## config.mk

```make
export PLATFORM = sky130hd
export DESIGN_NAME = rcfc_front_flat
export DESIGN_NICKNAME = d
export VERILOG_FILES = /design/src/hw/rtl/rcfc_pkg.sv /design/src/hw/rtl/rcfc_if.sv /design/src/hw/rtl/rcfc_front.sv /design/src/flat_wrapper.sv
export SDC_FILE = /design/constraint.sdc
export NUM_CORES = 1
export LEC_CHECK = 0
export ABC_AREA = 1
export BUFFER_PORTS_ARGS = -buffer_cell sky130_fd_sc_hd__buf_4
export CAP_MARGIN = 10
export CORE_MARGIN = 2
export CORE_UTILIZATION = 59
export DETAILED_ROUTE_END_ITERATION = 7
export GPL_TIMING_DRIVEN = 0
export PLACE_DENSITY = 0.81
export SKIP_LAST_GASP = 1
export SLEW_MARGIN = 20
export SYNTH_ARGS = -nofsm -noshare
export SYNTH_HDL_FRONTEND = slang
export SYNTH_SLANG_ARGS = --single-unit
```

## constraint.sdc

```tcl
create_clock -name clk -period 5.4 [get_ports clk]
set_input_delay 0.27 -clock clk [delete_from_list [all_inputs] [get_ports clk]]
set_output_delay 0.27 -clock clk [all_outputs]
set_load 0.01 [all_outputs]
```

## src/hw/rtl/rcfc_pkg.sv

```systemverilog
// rcfc_pkg: shared types and constants of the remote command frame checker
// no dependencies; all other files of the block but rcfc_if refer to it by scoped names
`default_nettype none

package rcfc_pkg;

  // sizing defaults handed to the top level parameters
  localparam int MAX_PAYLOAD_BYTES = 32;
  localparam int QUEUE_DEPTH       = 4;

  // raw stick full scale, a power of two so the scaling divide is a shift
  localparam int RAW_FULL_SCALE = 4096;
  localparam int RAW_SHIFT      = $clog2(RAW_FULL_SCALE);

  // frame header bytes
  localparam logic [7:0] HDR_FIRST  = 8'h24;
  localparam logic [7:0] HDR_SECOND = 8'h4D;

  // elapsed tick counter saturates here
  localparam int             ELAPSED_W   = 17;
  localparam logic [ELAPSED_W-1:0] ELAPSED_MAX = '1;

  // configuration reset values
  localparam logic [5:0]  MESSAGE_LENGTH_RST = 6'd10;
  localparam logic [9:0]  MAX_SPEED_RST      = 10'd100;
  localparam logic [9:0]  MAX_TURNING_RST    = 10'd100;
  localparam logic [15:0] TIMEOUT_TICKS_RST  = 16'd500;

  // configuration port geometry
  localparam int CFG_INDEX_W = 3;
  localparam int CFG_DATA_W  = 16;

  typedef enum logic [CFG_INDEX_W-1:0] {
    REG_MESSAGE_LENGTH = 3'd0,
    REG_MAX_SPEED      = 3'd1,
    REG_MAX_TURNING    = 3'd2,
    REG_TIMEOUT_TICKS  = 3'd3
  } rcfc_reg_t;

  typedef enum logic [2:0] {
    ST_OK       = 3'd0,
    ST_SHORT    = 3'd1,
    ST_CHECKSUM = 3'd2,
    ST_HEADER   = 3'd3,
    ST_TIMEOUT  = 3'd4
  } rcfc_status_t;

  // configuration registers as seen by front and back
  typedef struct packed {
    logic [5:0]  message_length;
    logic [9:0]  max_speed;
    logic [9:0]  max_turning;
    logic [15:0] timeout_ticks;
  } rcfc_cfg_t;

  // classified frame or timeout, queued between front and back
  typedef struct packed {
    rcfc_status_t status;
    logic         idle_request;
    logic [15:0]  speed_raw;
    logic [15:0]  turning_raw;
  } rcfc_item_t;

endpackage

`default_nettype wire

```

## src/hw/rtl/rcfc_if.sv

```systemverilog
// rcfc_in_if and rcfc_out_if: valid/ready channels of the frame checker
// depends on nothing; field widths follow the block's item definitions
`default_nettype none

interface rcfc_in_if;
  logic       valid;
  logic       ready;
  logic       kind;
  logic [7:0] byte_value;
  logic       last_byte;

  modport source (output valid, output kind, output byte_value, output last_byte,
                  input ready);
  modport sink   (input valid, input kind, input byte_value, input last_byte,
                  output ready);
endinterface


`default_nettype wire

```

## src/hw/rtl/rcfc_front.sv

```systemverilog
// rcfc_front: accepts bytes and ticks, tracks frame fields, classifies frames
// depends on rcfc_pkg and rcfc_in_if; pushes one item per result into the queue
`default_nettype none

module rcfc_front #(
  parameter int MAX_PAYLOAD_BYTES = rcfc_pkg::MAX_PAYLOAD_BYTES
) (
  input  logic                clk,
  input  logic                rst,
  input  rcfc_pkg::rcfc_cfg_t cfg,
  rcfc_in_if.sink             in_ch,
  input  logic                q_full,
  output logic                push,
  output rcfc_pkg::rcfc_item_t push_item
);

  localparam int PW = $clog2(MAX_PAYLOAD_BYTES + 1);
  localparam int CW = (PW > 9) ? PW : 9;

  localparam logic [PW-1:0] POS_HDR_FIRST  = PW'(0);
  localparam logic [PW-1:0] POS_HDR_SECOND = PW'(1);
  localparam logic [PW-1:0] POS_LENGTH     = PW'(3);
  localparam logic [PW-1:0] POS_TURN_HI    = PW'(5);
  localparam logic [PW-1:0] POS_TURN_LO    = PW'(6);
  localparam logic [PW-1:0] POS_SPEED_HI   = PW'(7);
  localparam logic [PW-1:0] POS_SPEED_LO   = PW'(8);

  // frame state
  logic [PW-1:0]                 pos;
  logic [7:0]                    running_xor, length_byte, header_first, header_second;
  logic [7:0]                    check_byte;
  logic [15:0]                   turning_raw, speed_raw;
  logic [rcfc_pkg::ELAPSED_W-1:0] elapsed;

  logic                          accept, first, in_range;
  logic [PW-1:0]                 pos_inc, count;
  logic [7:0]                    b;
  logic [7:0]                    xor_next, length_next, hfirst_next, hsecond_next, check_next;
  logic [15:0]                   turning_next, speed_next;
  logic [rcfc_pkg::ELAPSED_W-1:0] elapsed_inc;
  logic                          late, tick_late, is_short, bad_sum, bad_hdr;
  rcfc_pkg::rcfc_status_t        frame_status;

  assign in_ch.ready = !q_full;
  assign accept      = in_ch.valid && in_ch.ready;
  assign b           = in_ch.byte_value;

  // per-byte field update, fields read as zero at the first byte of a frame
  always_comb begin
    first    = (pos == '0);
    in_range = CW'(pos) < CW'(MAX_PAYLOAD_BYTES);
    pos_inc  = pos + 1'b1;

    xor_next     = first ? 8'h00 : running_xor;
    length_next  = first ? 8'h00 : length_byte;
    hfirst_next  = first ? 8'h00 : header_first;
    hsecond_next = first ? 8'h00 : header_second;
    check_next   = first ? 8'h00 : check_byte;
    turning_next = first ? 16'h0000 : turning_raw;
    speed_next   = first ? 16'h0000 : speed_raw;

    if (in_range) begin
      if (pos == POS_LENGTH) length_next = b;
      if (pos >= POS_LENGTH && (CW'(pos) + CW'(2) <= CW'(length_next))) begin
        xor_next = xor_next ^ b;
      end
      if (pos == POS_HDR_FIRST)  hfirst_next  = b;
      if (pos == POS_HDR_SECOND) hsecond_next = b;
      if (pos == POS_TURN_HI)    turning_next = {b, turning_next[7:0]};
      if (pos == POS_TURN_LO)    turning_next = {turning_next[15:8], b};
      if (pos == POS_SPEED_HI)   speed_next   = {b, speed_next[7:0]};
      if (pos == POS_SPEED_LO)   speed_next   = {speed_next[15:8], b};
      if (CW'(pos_inc) == CW'(cfg.message_length)) check_next = b;
    end
    count = in_range ? pos_inc : pos;
  end

  // frame checks in priority order, timeout tests
  always_comb begin
    elapsed_inc = (elapsed == rcfc_pkg::ELAPSED_MAX) ? elapsed : elapsed + 1'b1;
    tick_late   = elapsed_inc > rcfc_pkg::ELAPSED_W'(cfg.timeout_ticks);
    late        = elapsed > rcfc_pkg::ELAPSED_W'(cfg.timeout_ticks);
    is_short    = CW'(count) < CW'(cfg.message_length);
    bad_sum     = check_next != xor_next;
    bad_hdr     = hfirst_next != rcfc_pkg::HDR_FIRST || hsecond_next != rcfc_pkg::HDR_SECOND;
    priority if (is_short) frame_status = rcfc_pkg::ST_SHORT;
    else if (bad_sum)      frame_status = rcfc_pkg::ST_CHECKSUM;
    else if (bad_hdr)      frame_status = rcfc_pkg::ST_HEADER;
    else                   frame_status = rcfc_pkg::ST_OK;
  end

  // queue push
  always_comb begin
    push_item = '0;
    push      = 1'b0;
    if (accept) begin
      if (in_ch.kind) begin
        push                   = tick_late;
        push_item.status       = rcfc_pkg::ST_TIMEOUT;
        push_item.idle_request = 1'b1;
      end else begin
        push                   = in_ch.last_byte;
        push_item.status       = frame_status;
        push_item.idle_request = (frame_status == rcfc_pkg::ST_SHORT ||
                                  frame_status == rcfc_pkg::ST_CHECKSUM) && late;
        push_item.speed_raw    = speed_next;
        push_item.turning_raw  = turning_next;
      end
    end
  end

  // control state
  always_ff @(posedge clk) begin
    if (rst) begin
      pos     <= '0;
      elapsed <= '0;
    end else if (accept) begin
      if (in_ch.kind) begin
        elapsed <= elapsed_inc;
      end else begin
        pos <= in_ch.last_byte ? '0 : count;
        if (in_ch.last_byte && frame_status == rcfc_pkg::ST_OK) elapsed <= '0;
      end
    end
  end

  // frame fields
  always_ff @(posedge clk) begin
    if (accept && !in_ch.kind) begin
      running_xor   <= xor_next;
      length_byte   <= length_next;
      header_first  <= hfirst_next;
      header_second <= hsecond_next;
      check_byte    <= check_next;
      turning_raw   <= turning_next;
      speed_raw     <= speed_next;
    end
  end

endmodule

`default_nettype wire

```

## src/flat_wrapper.sv

```systemverilog
// flat-port wrapper written by rule: the top's interface ports become plain ports
module rcfc_front_flat 
#(
  parameter int MAX_PAYLOAD_BYTES = rcfc_pkg::MAX_PAYLOAD_BYTES
)
  (clk, rst, cfg, q_full, push, push_item, in_ch_valid, in_ch_kind, in_ch_byte_value, in_ch_last_byte, in_ch_ready);
  rcfc_in_if in_ch_i ();
  input  logic clk;
  input  logic rst;
  input  rcfc_pkg::rcfc_cfg_t cfg;
  input  logic q_full;
  output logic push;
  output rcfc_pkg::rcfc_item_t push_item;
  input wire logic [$bits(in_ch_i.valid)-1:0] in_ch_valid;
  input wire logic [$bits(in_ch_i.kind)-1:0] in_ch_kind;
  input wire logic [$bits(in_ch_i.byte_value)-1:0] in_ch_byte_value;
  input wire logic [$bits(in_ch_i.last_byte)-1:0] in_ch_last_byte;
  output wire logic [$bits(in_ch_i.ready)-1:0] in_ch_ready;
  assign in_ch_i.valid = in_ch_valid;
  assign in_ch_i.kind = in_ch_kind;
  assign in_ch_i.byte_value = in_ch_byte_value;
  assign in_ch_i.last_byte = in_ch_last_byte;
  assign in_ch_ready = in_ch_i.ready;
  rcfc_front #(.MAX_PAYLOAD_BYTES(MAX_PAYLOAD_BYTES)) u_core (.clk(clk), .rst(rst), .cfg(cfg), .in_ch(in_ch_i), .q_full(q_full), .push(push), .push_item(push_item));
endmodule
```

==> results of run 1 <==
per-stage QoR:
step / worst slack [ns] / TNS (ns) / cell area [um^2]
detailed placement: -0.0334 / -0.0419 / 7500
global route: 0.0920 / 0 / 7820
finish: 0.485 / 0 / 7820
CTS: 0.133 / 0 / 7810
global placement: -1.67 / -70.55 / 7420
floorplan: 0.617 / 0 / 6700
sequential cells by signal, indices dropped and copies added (netlist names):
| signal | cells |
|---|---|
| u_core.turning_raw | 16 |
| u_core.speed_raw | 16 |
| u_core.header_second | 8 |
| u_core.running_xor | 8 |
| u_core.check_byte | 8 |
| u_core.header_first | 8 |
| u_core.pos | 6 |
| u_core.elapsed | 17 |
| u_core.length_byte | 8 |
critical path, delay by kind of cell, from the launching register on:
kind | cells | cell delay, ns
and+or+nand+nor | 18 | 1.77
buffers and inverters | 6 | 0.95
DFF | 1 | 0.39
adders and majority gates | 3 | 0.85
AOI/OAI and AO/OA | 2 | 0.32
worst min path at each step:
stage               start       endpoint  slack (ns)  cells after the start
finish                rst  u_core.pos[0]        0.13                      2
global route          rst  u_core.pos[0]        0.12                      2
CTS                   rst  u_core.pos[0]        0.12                      2
detailed placement    rst  u_core.pos[1]        0.49                      2
global placement      rst  u_core.pos[1]        0.48                      2
floorplan             rst  u_core.pos[0]        0.34                      1
kinds of logic (layout without fill, tap and decap cells):
family          Yosys count  after routing  share of synthesized area (%)
compound gates          120            120                           9.49
xor+xnor                 16             16                           2.09
fa+ha+maj                52             52                           9.72
buf+inv                 167            258                           9.70
flops                    95             95                           39.2
mux                       1              1                          0.150
simple gates            456            456                           29.7
area by class of cell:
class / instances / area (um^2) / share of cell area (%)
Inverter: 137 / 514 / 6.58
Tap cell: 140 / 175 / 2.24
Multi-Input combinational cell: 645 / 3440 / 44.1
Buffer: 29 / 133 / 1.70
Clock buffer: 9 / 225 / 2.88
Timing Repair Buffer: 76 / 623 / 7.97
Clock inverter: 7 / 81.3 / 1.04
Sequential cell: 95 / 2620 / 33.5
cells in the final DEF (no fill, tap or decap), types with 3 or more instances in the layout:
cell,instances
sky130_fd_sc_hd__ha_1,52
sky130_fd_sc_hd__edfxtp_1,72
sky130_fd_sc_hd__o21ai_0,64
sky130_fd_sc_hd__clkbuf_1,14
sky130_fd_sc_hd__nor2_1,74
sky130_fd_sc_hd__inv_2,5
sky130_fd_sc_hd__nor2_4,5
sky130_fd_sc_hd__dfxtp_1,23
sky130_fd_sc_hd__inv_1,129
sky130_fd_sc_hd__clkinv_1,3
sky130_fd_sc_hd__nand3b_1,4
sky130_fd_sc_hd__nand2_1,275
sky130_fd_sc_hd__buf_1,5
sky130_fd_sc_hd__buf_2,6
sky130_fd_sc_hd__a21oi_1,42
sky130_fd_sc_hd__nor2_2,3
sky130_fd_sc_hd__xor2_1,10
sky130_fd_sc_hd__buf_4,75
sky130_fd_sc_hd__nand4_1,25
sky130_fd_sc_hd__nand3_1,43
sky130_fd_sc_hd__xnor2_1,6
sky130_fd_sc_hd__nor3_1,8
sky130_fd_sc_hd__nand2_2,5
sky130_fd_sc_hd__clkbuf_16,9
where the power goes:
part	internal, mW	switching, mW	total, mW
Sequential	0.798	0.00487	0.803
Clock	0.366	0.294	0.659
Combinational	0.0590	0.107	0.166
metal layers:
layer  routed length, um  part of all wire (%)  up-vias  track usage, %
met3                1040                   6.4       30            4.23
met5                   0                     0        -               0
met1                7550                    46     2765            37.8
met4                 392                   2.4        0            10.4
li1                    -                     -     3133               -
met2                7340                    45      204            42.7
repair_timing:
action	CTS	global route
buffers inserted	0	0
endpoints found under the setup margin	10	11
pin swaps	0	0
gates resized for setup	1	5
==> results.md, run 1 <==
Outcome:
- The flow ran to the end, and the final reports show no timing, DRC or antenna violations.

Floorplanning:
- In this run the core area contains 38 standard-cell rows.
- The die boundary height is 111 um.
- The die width is 111 um.
- The starting density of the core is 61.2%.
- The top-level I/O count is 94.
- The die covers 0.0122 mm^2.
- After floorplanning, the core was sized to cover between 0.01 and 0.015 mm^2.

Power:
- In this run the power density over the cells is 208 mW/mm^2.
- The overall power consumption is 1.63 mW.
- The analysis attributes to cell leakage a power of 4.06 nW.
- The worst-case IR drop observed on VDD is 0.000146 V.

Finish:
- For this run, the post-layout net count is between 1000 and 1500.
- Compared with the post-synthesis result, the final layout area differs by 16.8%.
- Excluding fillers, the count of instances in the completed layout stands at 1138.
- The layout has 895 filler cells.
- Cells with a size suffix above 1 make up 13.4% of the layout.
- The count of antenna diodes in the layout is 0.
- The end-of-flow core utilization is 71.5%.

Synth:
- The share of synthesized flip-flops with an asynchronous set or reset is 0%.
- After synthesis, the netlist uses 45 different library cells.
- The share of the Yosys chip area taken by registers is 39.2%.
- By count the netlist is led by 275 x sky130_fd_sc_hd__nand2_1, 129 x sky130_fd_sc_hd__inv_1, 75 x sky130_fd_sc_hd__nor2_1, 72 x sky130_fd_sc_hd__edfxtp_1, 64 x sky130_fd_sc_hd__o21ai_0.
- The synthesized design contains slightly above 70 enable-type register cells.
- The synthesized netlist net count is 1015.
- In the synthesized netlist the dominant register cell turns out to be sky130_fd_sc_hd__edfxtp_1.
- The most common cell in the synthesized netlist is sky130_fd_sc_hd__nand2_1.
- During synthesis, Yosys emitted a total of 0 warnings.
- Summing every instance area after synthesis gives 0.00670 mm^2.
- Synthesis inferred 95 register bits.
- Summed over all instances, the cell type with the most area after synthesis is sky130_fd_sc_hd__edfxtp_1.
- By area the synthesized netlist is led by sky130_fd_sc_hd__edfxtp_1 32%, sky130_fd_sc_hd__nand2_1 15%, sky130_fd_sc_hd__ha_1 9.7%.
- Each instance of the synthesized netlist takes up on average 7.38 um^2.
- The top cell type's share of synthesized area is 32.3%.
- Synthesis produced a netlist whose cell count is 907.

Placement:
- The routability congestion estimate is 0.901.
- Detailed placement ended at an HPWL of 12300 um.
- The total placed cells including tap cells is 1123.
- Buffers placed on the I/O ports in this run total between 70 and 80.

Setup path:
- The setup check on the worst reg-to-reg path leaves a slack of a little under 0.6 ns.
- The endpoint of the worst setup timing path is push_item[32].
- Tracing the worst setup path back leads to its startpoint at u_core.pos[0].
- The delay contributed by the slowest stage of the critical path is 0.39 ns.
- The critical path arrival is about 4.6 ns.
- The data required time at the worst endpoint is 5.13 ns.
- For the worst flop-to-flop path, the logic depth is 30.
- The largest fanout on the critical path is 16.
- The worst setup path is captured at an output pin.
- The endpoint identified for the worst register-to-register timing path is u_core.elapsed[15].
- The launch instance of the worst register-to-register path is u_core.pos[0].
- The setup path with the least slack is of type reg -> out.
- The worst setup path is launched from a flip-flop.
- The cell with the largest stage delay on the worst path is sky130_fd_sc_hd__dfxtp_1.
- The most frequent cell on the critical path is sky130_fd_sc_hd__nand2_1.

GRT:
- The total global-route track usage is ~27%.
- The global-route wire length before repair is between 20000 and 30000 um.
- The largest net degree at the start of global routing is 28.
- The via count of the first global-routing pass is 5740.
- The number of antenna violations at the first check in global routing came to 0.
- For this run the aggregate overflow at the end of global routing stands at 0.

Worst hold path:
- The worst hold path belongs to the class in -> reg.

Clock network:
- The buffer cell driving the clock tree root is sky130_fd_sc_hd__clkbuf_16.
- The buffer levels on the longest clock path is 2.
- The clock tree from TritonCTS is built.
- Hold repair after CTS inserted 0 buffers.
- The H-tree depth reported by CTS is 3.
- Buffers inserted during clock tree synthesis total 9.
- The clock-pin slew on the worst setup and hold paths is about 0.070 ns.
- For this design, the sink count on the clock tree is between 90 and 100.
- For the worst-skew pair, the clock arrives at the later sink with an insertion delay of approximately 0.35 ns.

Timing:
- The transition time at the pin with the least slew margin is between 0.5 and 0.6 ns.
- The post-route clock period utilization is 91.0%.
- The normalized max-slew margin is approximately 64%.
- The count of final hold-check violations is 0.
- The final critical path time including I/O delays and setup is roughly 4.9 ns.
- The largest clock skew in the final design is between 0.008 and 0.009 ns.
- The final-report max-slew violation count is 0.
- On the final layout, the worst hold slack is 0.128 ns.
- Static timing analysis puts the maximum clock frequency at 203 MHz.
- Setup repair after global routing left no endpoint under its margin.
- The final setup violation count is 0.

Drt:
- Before antenna repair, the detailed router went through 5 iterations.
- In this run the remaining antenna-violating nets after routing total 0.
- After detailed routing, the total wire length is 16300 um.
- The ratio of routed vias to standard cells is 5.39.
- Across all layers, the routed design uses 6132 vias.
- The final routed DRC violation total is 0.
- The routed wirelength normalized by instance count is 14.3 um.
- The number of DRC markers after the initial detailed-route iteration is 544.

Job:
- The number of maximum-capacitance constraint violations is 0.
Power figures use the tool's default switching activity.
==> run 2: changes to the inputs <==
--- a/config.mk
+++ b/config.mk
@@ -11,7 +11,7 @@
 export CORE_MARGIN = 2
 export CORE_UTILIZATION = 59
 export DETAILED_ROUTE_END_ITERATION = 7
-export GPL_TIMING_DRIVEN = 0
+export GPL_TIMING_DRIVEN = 1
 export PLACE_DENSITY = 0.81
 export SKIP_LAST_GASP = 1
 export SLEW_MARGIN = 20
==> results.md, run 2 (synthesis gave the netlist of run 1 again) <==
Setup path:
- The data required time at the worst endpoint came to 5.13 ns (about the same).
- The delay contributed by the slowest stage of the critical path was 0.54 ns (+0.15 ns).
- The largest fanout on the critical path is 38 (+22).
- In this run the critical register-to-register path is launched from u_core.pos[0].
- The slack of the worst reg-to-reg path is 0.93 ns (+0.35 ns).
- The most frequent cell on the critical path is sky130_fd_sc_hd__nand2_1.
- The worst reg2reg path endpoint is u_core.elapsed[2].
- For this design, the slowest cell found on the critical path is sky130_fd_sc_hd__dfxtp_1.
- The launching element type of the critical path is a flip-flop.
- The critical path arrival is 4.56 ns (-0.08 ns).
- The critical path start-end classification is reg -> out.
- The number of cells traversed by the worst register-to-register path was 29 (-3.3%).
- The critical path endpoint category is an output pin.

Power:
- The net switching power is 0.411 mW (+1.2%).
- The overall power consumption is 1.63 mW (about the same).
- The maximum ir drop on the vdd rail is 0.000155 V (+6.1%).
- The proportion of power drawn by flip-flops and latches is 49.4% (about the same).
- The design internal power is 1.22 mW (-0.50%).
- The fraction of power spent switching nets is 25.2% (+0.32 points).
- The part of the total power dissipated in combinational logic is 9.7% (-0.5 points).
- The total power divided by cell area was 213 mW/mm^2 (+2.1%).
- The share of total power in the clock network is 41.0% (+0.5 points).
- The leakage component of the power is 3.99 nW (-1.7%).

Outcome:
- The run finished with clean final reports.

Worst hold path:
- The count of cells along the worst hold path is 2 (unchanged).
- The worst hold path begins at rst.
- The tightest min-delay check is of the in -> reg type.
- The hold-critical path endpoint is u_core.elapsed[9].

Finish:
- The area taken by multi-input logic gates is 0.00343 mm^2 (-0.40%).
- The most common library cell in the layout ignoring fill and taps is sky130_fd_sc_hd__nand2_1.
- The largest registers in the layout are u_core.elapsed (17), u_core.speed_raw (16), u_core.turning_raw (16).
- The library cells used most frequently in the layout, excluding fill and tap cells, are 275 x sky130_fd_sc_hd__nand2_1, 129 x sky130_fd_sc_hd__inv_1, 80 x sky130_fd_sc_hd__buf_4, 74 x sky130_fd_sc_hd__nor2_1, 72 x sky130_fd_sc_hd__edfxtp_1.
- The fill cell total of the finished layout was 942 (+5.3%).
- The flip-flop count of the largest register after layout is 17 (unchanged).
- The share of post-route cells with drive strength above 1 was 13.1% (-0.37 points).
- The end-of-flow core utilization is 70.0% (-1.5 points).
- The count of antenna diodes in the layout was 0 (unchanged).
- The number of nets in the final layout is 1076 (-2.3%).
- More flip-flops sit in one register than any other, and that register is u_core.elapsed.
- The non-filler instance count after layout is 1113 (-2.2%).
- The layout overhead on the synthesized area is 14.3%.
- The area taken by flip-flops and latches is 0.00262 mm^2 (unchanged).

Floorplanning:
- The top-level I/O count is 94 (unchanged).
- The die area is 0.0122 mm^2 (unchanged).
- The starting density of the core was 61.2% (unchanged).
- The standard cell core area was 0.0109 mm^2 (unchanged).
- The number of rows in the core area came to 38 (unchanged).
- The die width is 111 um (unchanged).
- The die boundary height is 111 um (unchanged).

Timing:
- The maximum clock frequency is 207 MHz (+1.8%).
- The count of final hold-check violations was 0 (unchanged).
- The largest clock skew in the final design is 0.00598 ns (-0.00257 ns).
- Setup repair after global routing left no endpoint under its margin.
- The final setup violation count is 0 (unchanged).
- The aggregate negative setup slack is 0 ns (unchanged).
- The final-report max-slew violation count is 0 (unchanged).
- The least setup slack across all paths after layout is 0.570 ns (+0.0849 ns).
- The final critical path time including I/O delays and setup came to 4.83 ns (-0.0849 ns).
- The transition time at the pin with the least slew margin is 0.674 ns (+0.142 ns).
- The normalized max-slew margin is 55.0% (-9.4 points).
- The post-route clock period utilization is 89.4% (-1.6 points).

Clock network:
- The TritonCTS sink count is 95 (unchanged).
- The TritonCTS buffer count is 9 (unchanged).
- The insertion delay to the later sink of the worst-skew pair is 0.35 ns (about the same).
- The clock-pin slew on the worst setup and hold paths came to 0.07 ns (about the same).
- The quantity of gates resized following cts was 0 (-1).
- The number of setup buffers added after CTS is 0 (unchanged).
- The H-tree depth reported by CTS came to 3 (unchanged).
- The buffer levels on the longest clock path came to 2 (unchanged).
- The number of buffers inserted by hold repair at cts is 0 (unchanged).
- TritonCTS built the clock tree.
- The buffer cell driving the clock tree root is sky130_fd_sc_hd__clkbuf_16.

Drt:
- The ratio of routed vias to standard cells was 5.41 (+0.35%).
- The routed wirelength normalized by instance count came to 14.2 um (-0.83%).
- The final routed DRC violation total came to 0 (unchanged).
- The detailed-routing iteration count for the pre-antenna-repair pass came to 8 (+3).
- The detailed-route via count is 6018 (-1.9%).
- The post-detailed-route count of antenna-violating nets is 0 (unchanged).
- The number of DRC markers after the initial detailed-route iteration was 545 (+0.18%).
- The total length of routed wires is 15800 um (-3.0%).

Placement:
- The routability congestion estimate is 0.881 (-2.2%).
- The count of input and output buffers is 73 (unchanged).
- The total placed cells including tap cells came to 1097 (-2.3%).
- The detailed-placement wirelength estimate is 11400 um (-7.5%).
- The worst slack after detailed placement was 0.975 ns (+1.01 ns).

GRT:
- The global-route wire length before repair is 26700 um (-1.8%).
- The largest net degree at the start of global routing is 46 (+64%).
- The total global-route track usage came to 26.5% (-0.63 points).
- The number of antenna violations at the first check in global routing is 0 (unchanged).
- The via count of the first global-routing pass is 5627 (-2.0%).
- The overall overflow remaining after global route is 0 (unchanged).

Job:
- The number of maximum-capacitance constraint violations was 0 (unchanged).
-- run 2: cell types whose count changed in the layout (fill, tap and decap cells not counted), sizes merged --
cell    previous run  this run
buf               90        80
clkbuf            24         9
-- run 2: worst max-delay path, delay by kind of cell (launching register included) --
kind,cells,cell delay [ns]
adders and majority gates,3,0.69
DFF,1,0.54
buffers and inverters,6,0.84
AOI/OAI and AO/OA,2,0.29
and+or+nand+nor,17,1.80
-- run 2: metrics by stage --
step	hold WS (ns)	area (um^2)
6_report	0.277	7650
3_3_place_gp	0.484	7340
2_1_floorplan	0.339	6700
4_1_cts	0.281	7650
5_1_grt	0.301	7650
3_5_place_dp	0.487	7340
-- run 2: per-layer routing --
metal	up-vias	part of all wire, %	track usage (%)
met5	-	0	0
met4	0	2.8	10.0
met3	34	7.0	4.28
met2	213	44	40.9
met1	2693	46	37.6
li1	3078	-	-
-- run 2: how the worst max path moves through the flow --
| stage | cells after the start | start | slack [ns] | endpoint |
|---|---|---|---|---|
| 2_1_floorplan | 6 | q_full | 0.62 | push_item[33] |
| 3_3_place_gp | 28 | u_core.pos[0] | 1.07 | push_item[32] |
| 3_5_place_dp | 28 | u_core.pos[0] | 0.97 | push_item[32] |
| 4_1_cts | 28 | u_core.pos[0] | 0.57 | push_item[32] |
| 5_1_grt | 28 | u_core.pos[0] | 0.18 | push_item[32] |
| 6_report | 28 | u_core.pos[0] | 0.57 | push_item[32] |
-- run 2: power by group through the flow --
stage	clock, mW	combinational, mW	sequential [mW]
floorplan	0	0.0952	0.820
global placement	0	0.151	0.819
detailed placement	0	0.155	0.820
CTS	0.671	0.157	0.803
global route	0.700	0.176	0.804
finish	0.667	0.158	0.803
-- run 2: cell type report --
| class | instances | share of cell area (%) |
|---|---|---|
| clock buffers | 9 | 2.94 |
| well taps | 140 | 2.29 |
| inverters | 137 | 6.72 |
| multi-input cells | 645 | 44.8 |
| flip-flops and latches | 95 | 34.3 |
| repair buffers | 80 | 7.85 |
| clock inverters | 7 | 1.06 |
==> run 3: changes to the inputs <==
--- a/config.mk
+++ b/config.mk
@@ -9,10 +9,10 @@
 export BUFFER_PORTS_ARGS = -buffer_cell sky130_fd_sc_hd__buf_4
 export CAP_MARGIN = 10
 export CORE_MARGIN = 2
-export CORE_UTILIZATION = 59
+export CORE_UTILIZATION = 45
 export DETAILED_ROUTE_END_ITERATION = 7
 export GPL_TIMING_DRIVEN = 1
-export PLACE_DENSITY = 0.81
+export PLACE_DENSITY = 0.64
 export SKIP_LAST_GASP = 1
 export SLEW_MARGIN = 20
 export SYNTH_ARGS = -nofsm -noshare
==> results.md, run 3 (synthesis gave the netlist of run 1 again) <==
Clock network:
- The number of buffers inserted by hold repair at cts is 0 (unchanged).
- TritonCTS built the clock tree.
- The tree is rooted in a sky130_fd_sc_hd__clkbuf_16.
- The H-tree depth reported by CTS came to 3 (unchanged).
- The insertion delay to the later sink of the worst-skew pair is 0.34 ns (about the same).
- The TritonCTS sink count was 95 (unchanged).
- The quantity of gates resized following cts is 0 (unchanged).
- The clock-pin slew on the worst setup and hold paths is 0.07 ns (about the same).
- The number of setup buffers added after CTS was 0 (unchanged).
- The TritonCTS buffer count is 9 (unchanged).
- The buffer levels on the longest clock path is 2 (unchanged).

Setup path:
- The critical path endpoint category is an output pin.
- The most frequent cell on the critical path is sky130_fd_sc_hd__nand2_1.
- The critical path in this run is classified as reg -> out.
- The largest fanout on the critical path came to 29 (-24%).
- The worst setup path is launched from a flip-flop.
- The delay contributed by the slowest stage of the critical path was 0.56 ns (+0.02 ns).
- The data required time at the worst endpoint is 5.13 ns (about the same).
- The critical path arrival is 4.51 ns (-0.05 ns).
- The cell with the largest stage delay on the worst path is sky130_fd_sc_hd__dfxtp_1.

Finish:
- The area taken by multi-input logic gates was 0.00343 mm^2 (unchanged).
- From synthesis to final layout, the design area changed by 14.7%.
- The share of post-route cells with drive strength above 1 is 12.7% (-0.39 points).
- The library cell used most frequently in the layout, excluding fill and tap cells, is sky130_fd_sc_hd__nand2_1.
- The flip-flop count of the largest register after layout is 17 (unchanged).
- The largest registers in the layout are u_core.elapsed (17), u_core.speed_raw (16), u_core.turning_raw (16).
- The register name with the most flops is u_core.elapsed.
- The fill cell total of the finished layout was 1479 (+57%).
- The number of nets in the final layout is 1074 (-0.19%).
- The count of antenna diodes in the layout is 0 (unchanged).
- The area taken by flip-flops and latches is 0.00262 mm^2 (unchanged).
- The non-filler instance count after layout is 1155 (+3.8%).
- In the layout the commonest cells are 275 x sky130_fd_sc_hd__nand2_1, 129 x sky130_fd_sc_hd__inv_1, 78 x sky130_fd_sc_hd__buf_4, 74 x sky130_fd_sc_hd__nor2_1, 72 x sky130_fd_sc_hd__edfxtp_1.

Placement:
- The detailed-placement wirelength estimate is 11600 um (+1.8%).
- The count of input and output buffers is 73 (unchanged).
- The routability congestion estimate is 0.903 (+2.5%).
- The total placed cells including tap cells is 1139 (+3.8%).

Floorplanning:
- The die boundary height was 126 um (+14%).
- The starting density of the core is 46.1% (-15 points).
- The die width is 126 um (+14%).
- The number of rows in the core area came to 44 (+16%).
- The top-level I/O count came to 94 (unchanged).
- The standard cell core area came to 0.0145 mm^2 (+33%).
- The die area was 0.0159 mm^2 (+30%).

Timing:
- Setup repair after global routing left no endpoint under its margin.
- The count of final hold-check violations came to 0 (unchanged).
- The aggregate negative setup slack is 0 ns (unchanged).
- The transition time at the pin with the least slew margin was 0.825 ns (+0.151 ns).
- The largest clock skew in the final design was 0.00856 ns (+0.00258 ns).
- The normalized max-slew margin is 45.0% (-10 points).
- The final critical path time including I/O delays and setup is 4.78 ns (-0.0467 ns).
- The worst hold slack after final layout is 0.297 ns (+0.0192 ns).
- The final setup violation count is 0 (unchanged).
- The final-report max-slew violation count is 0 (unchanged).
- The maximum clock frequency is 209 MHz (+0.98%).
- The post-route clock period utilization is 88.6% (-0.87 points).

GRT:
- The via count of the first global-routing pass was 5255 (-6.6%).
- The overall overflow remaining after global route is 0 (unchanged).
- The total global-route track usage is 20.8% (-5.6 points).
- The number of antenna violations at the first check in global routing is 1 (+1).
- The global-route wire length before repair is 26700 um (+0.10%).
- The largest net degree at the start of global routing came to 63 (+37%).

Outcome:
- The run finished with clean final reports.

Drt:
- The highest layer used for signal routing is met5.
- The routed wirelength normalized by instance count is 14.1 um (-1.0%).
- The number of DRC markers after the initial detailed-route iteration is 500 (-8.3%).
- The ratio of routed vias to standard cells came to 5.05 (-6.7%).
- The final routed DRC violation total is 0 (unchanged).
- The detailed-routing iteration count for the pre-antenna-repair pass came to 5 (-3).
- The met2 layer wire length in the routed design is 7060 um (+0.77%).
- The length of routed wiring on met1 is 8060 um (+11%).
- The detailed-route via count came to 5829 (-3.1%).
- The post-detailed-route count of antenna-violating nets is 0 (unchanged).
- The total length of routed wires is 16300 um (+2.7%).
- The met3 wire length was 907 um (-18%).

Power:
- The maximum ir drop on the vdd rail is 0.000159 V (+2.8%).
- The leakage component of the power is 3.97 nW (-0.41%).
- The overall power consumption is 1.59 mW (-2.0%).
- The total power divided by cell area came to 208 mW/mm^2 (-2.3%).

Job:
- The number of maximum-capacitance constraint violations is 0 (unchanged).

Worst hold path:
- The type of the most critical hold path is in -> reg.
## run 3: cell count changes in the layout (fill, tap and decap cells not counted), sizes merged
cell,delta
clkbuf,+2
clkinv,+1
inv,-2
clkinvlp,-1
buf,-2
## run 3: critical path: cells and delay by family, from the launching register on
family	cells	cell delay, ns
adders and majority gates	3	0.83
buffers and inverters	4	0.39
DFF	1	0.56
and+or+nand+nor	19	2.13
AOI/OAI and AO/OA	2	0.28
## run 3: path summary, 6_finish.rpt
path                                    startpoint                 end  slack, ns  cells after the start
worst min register to register  u_core.elapsed[15]  u_core.elapsed[15]       0.49                      2
worst max-delay path                 u_core.pos[0]       push_item[32]       0.62                     28
worst min-delay path                           rst   u_core.elapsed[1]       0.30                      2
worst max register to register       u_core.pos[0]   u_core.elapsed[7]       0.97                     29
## run 3: per-stage QoR
step | util, % | setup slack, ns | area [um^2]
finish | 52.8 | 0.617 | 7680
floorplan | - | 0.617 | 6700
global placement | 50.8 | 1.01 | 7380
CTS | 52.8 | 0.589 | 7680
global route | 52.8 | 0.169 | 7680
detailed placement | 50.8 | 0.968 | 7380
## run 3: layout make-up
class                           instances  share of cell area [%]
Multi-Input combinational cell        645                    44.7
Inverter                              137                    6.70
Timing Repair Buffer                   78                    7.63
Clock inverter                          5                   0.782
Sequential cell                        95                    34.2
Clock buffer                           11                    3.03
Tap cell                              184                    3.00
## run 3: where the power goes
| group | total [mW] | switching, mW | internal (mW) |
|---|---|---|---|
| Combinational | 0.156 | 0.104 | 0.0517 |
| Sequential | 0.804 | 0.00507 | 0.799 |
| Clock | 0.635 | 0.275 | 0.360 |
| Total | 1.59 | 0.384 | 1.21 |
## run 3: routing by layer
layer  vias up  global-route usage (%)
met1      2595                    30.8
met2       146                    31.7
met4         2                    5.69
met5         -                       0
met3        16                    3.36
li1       3070                       -
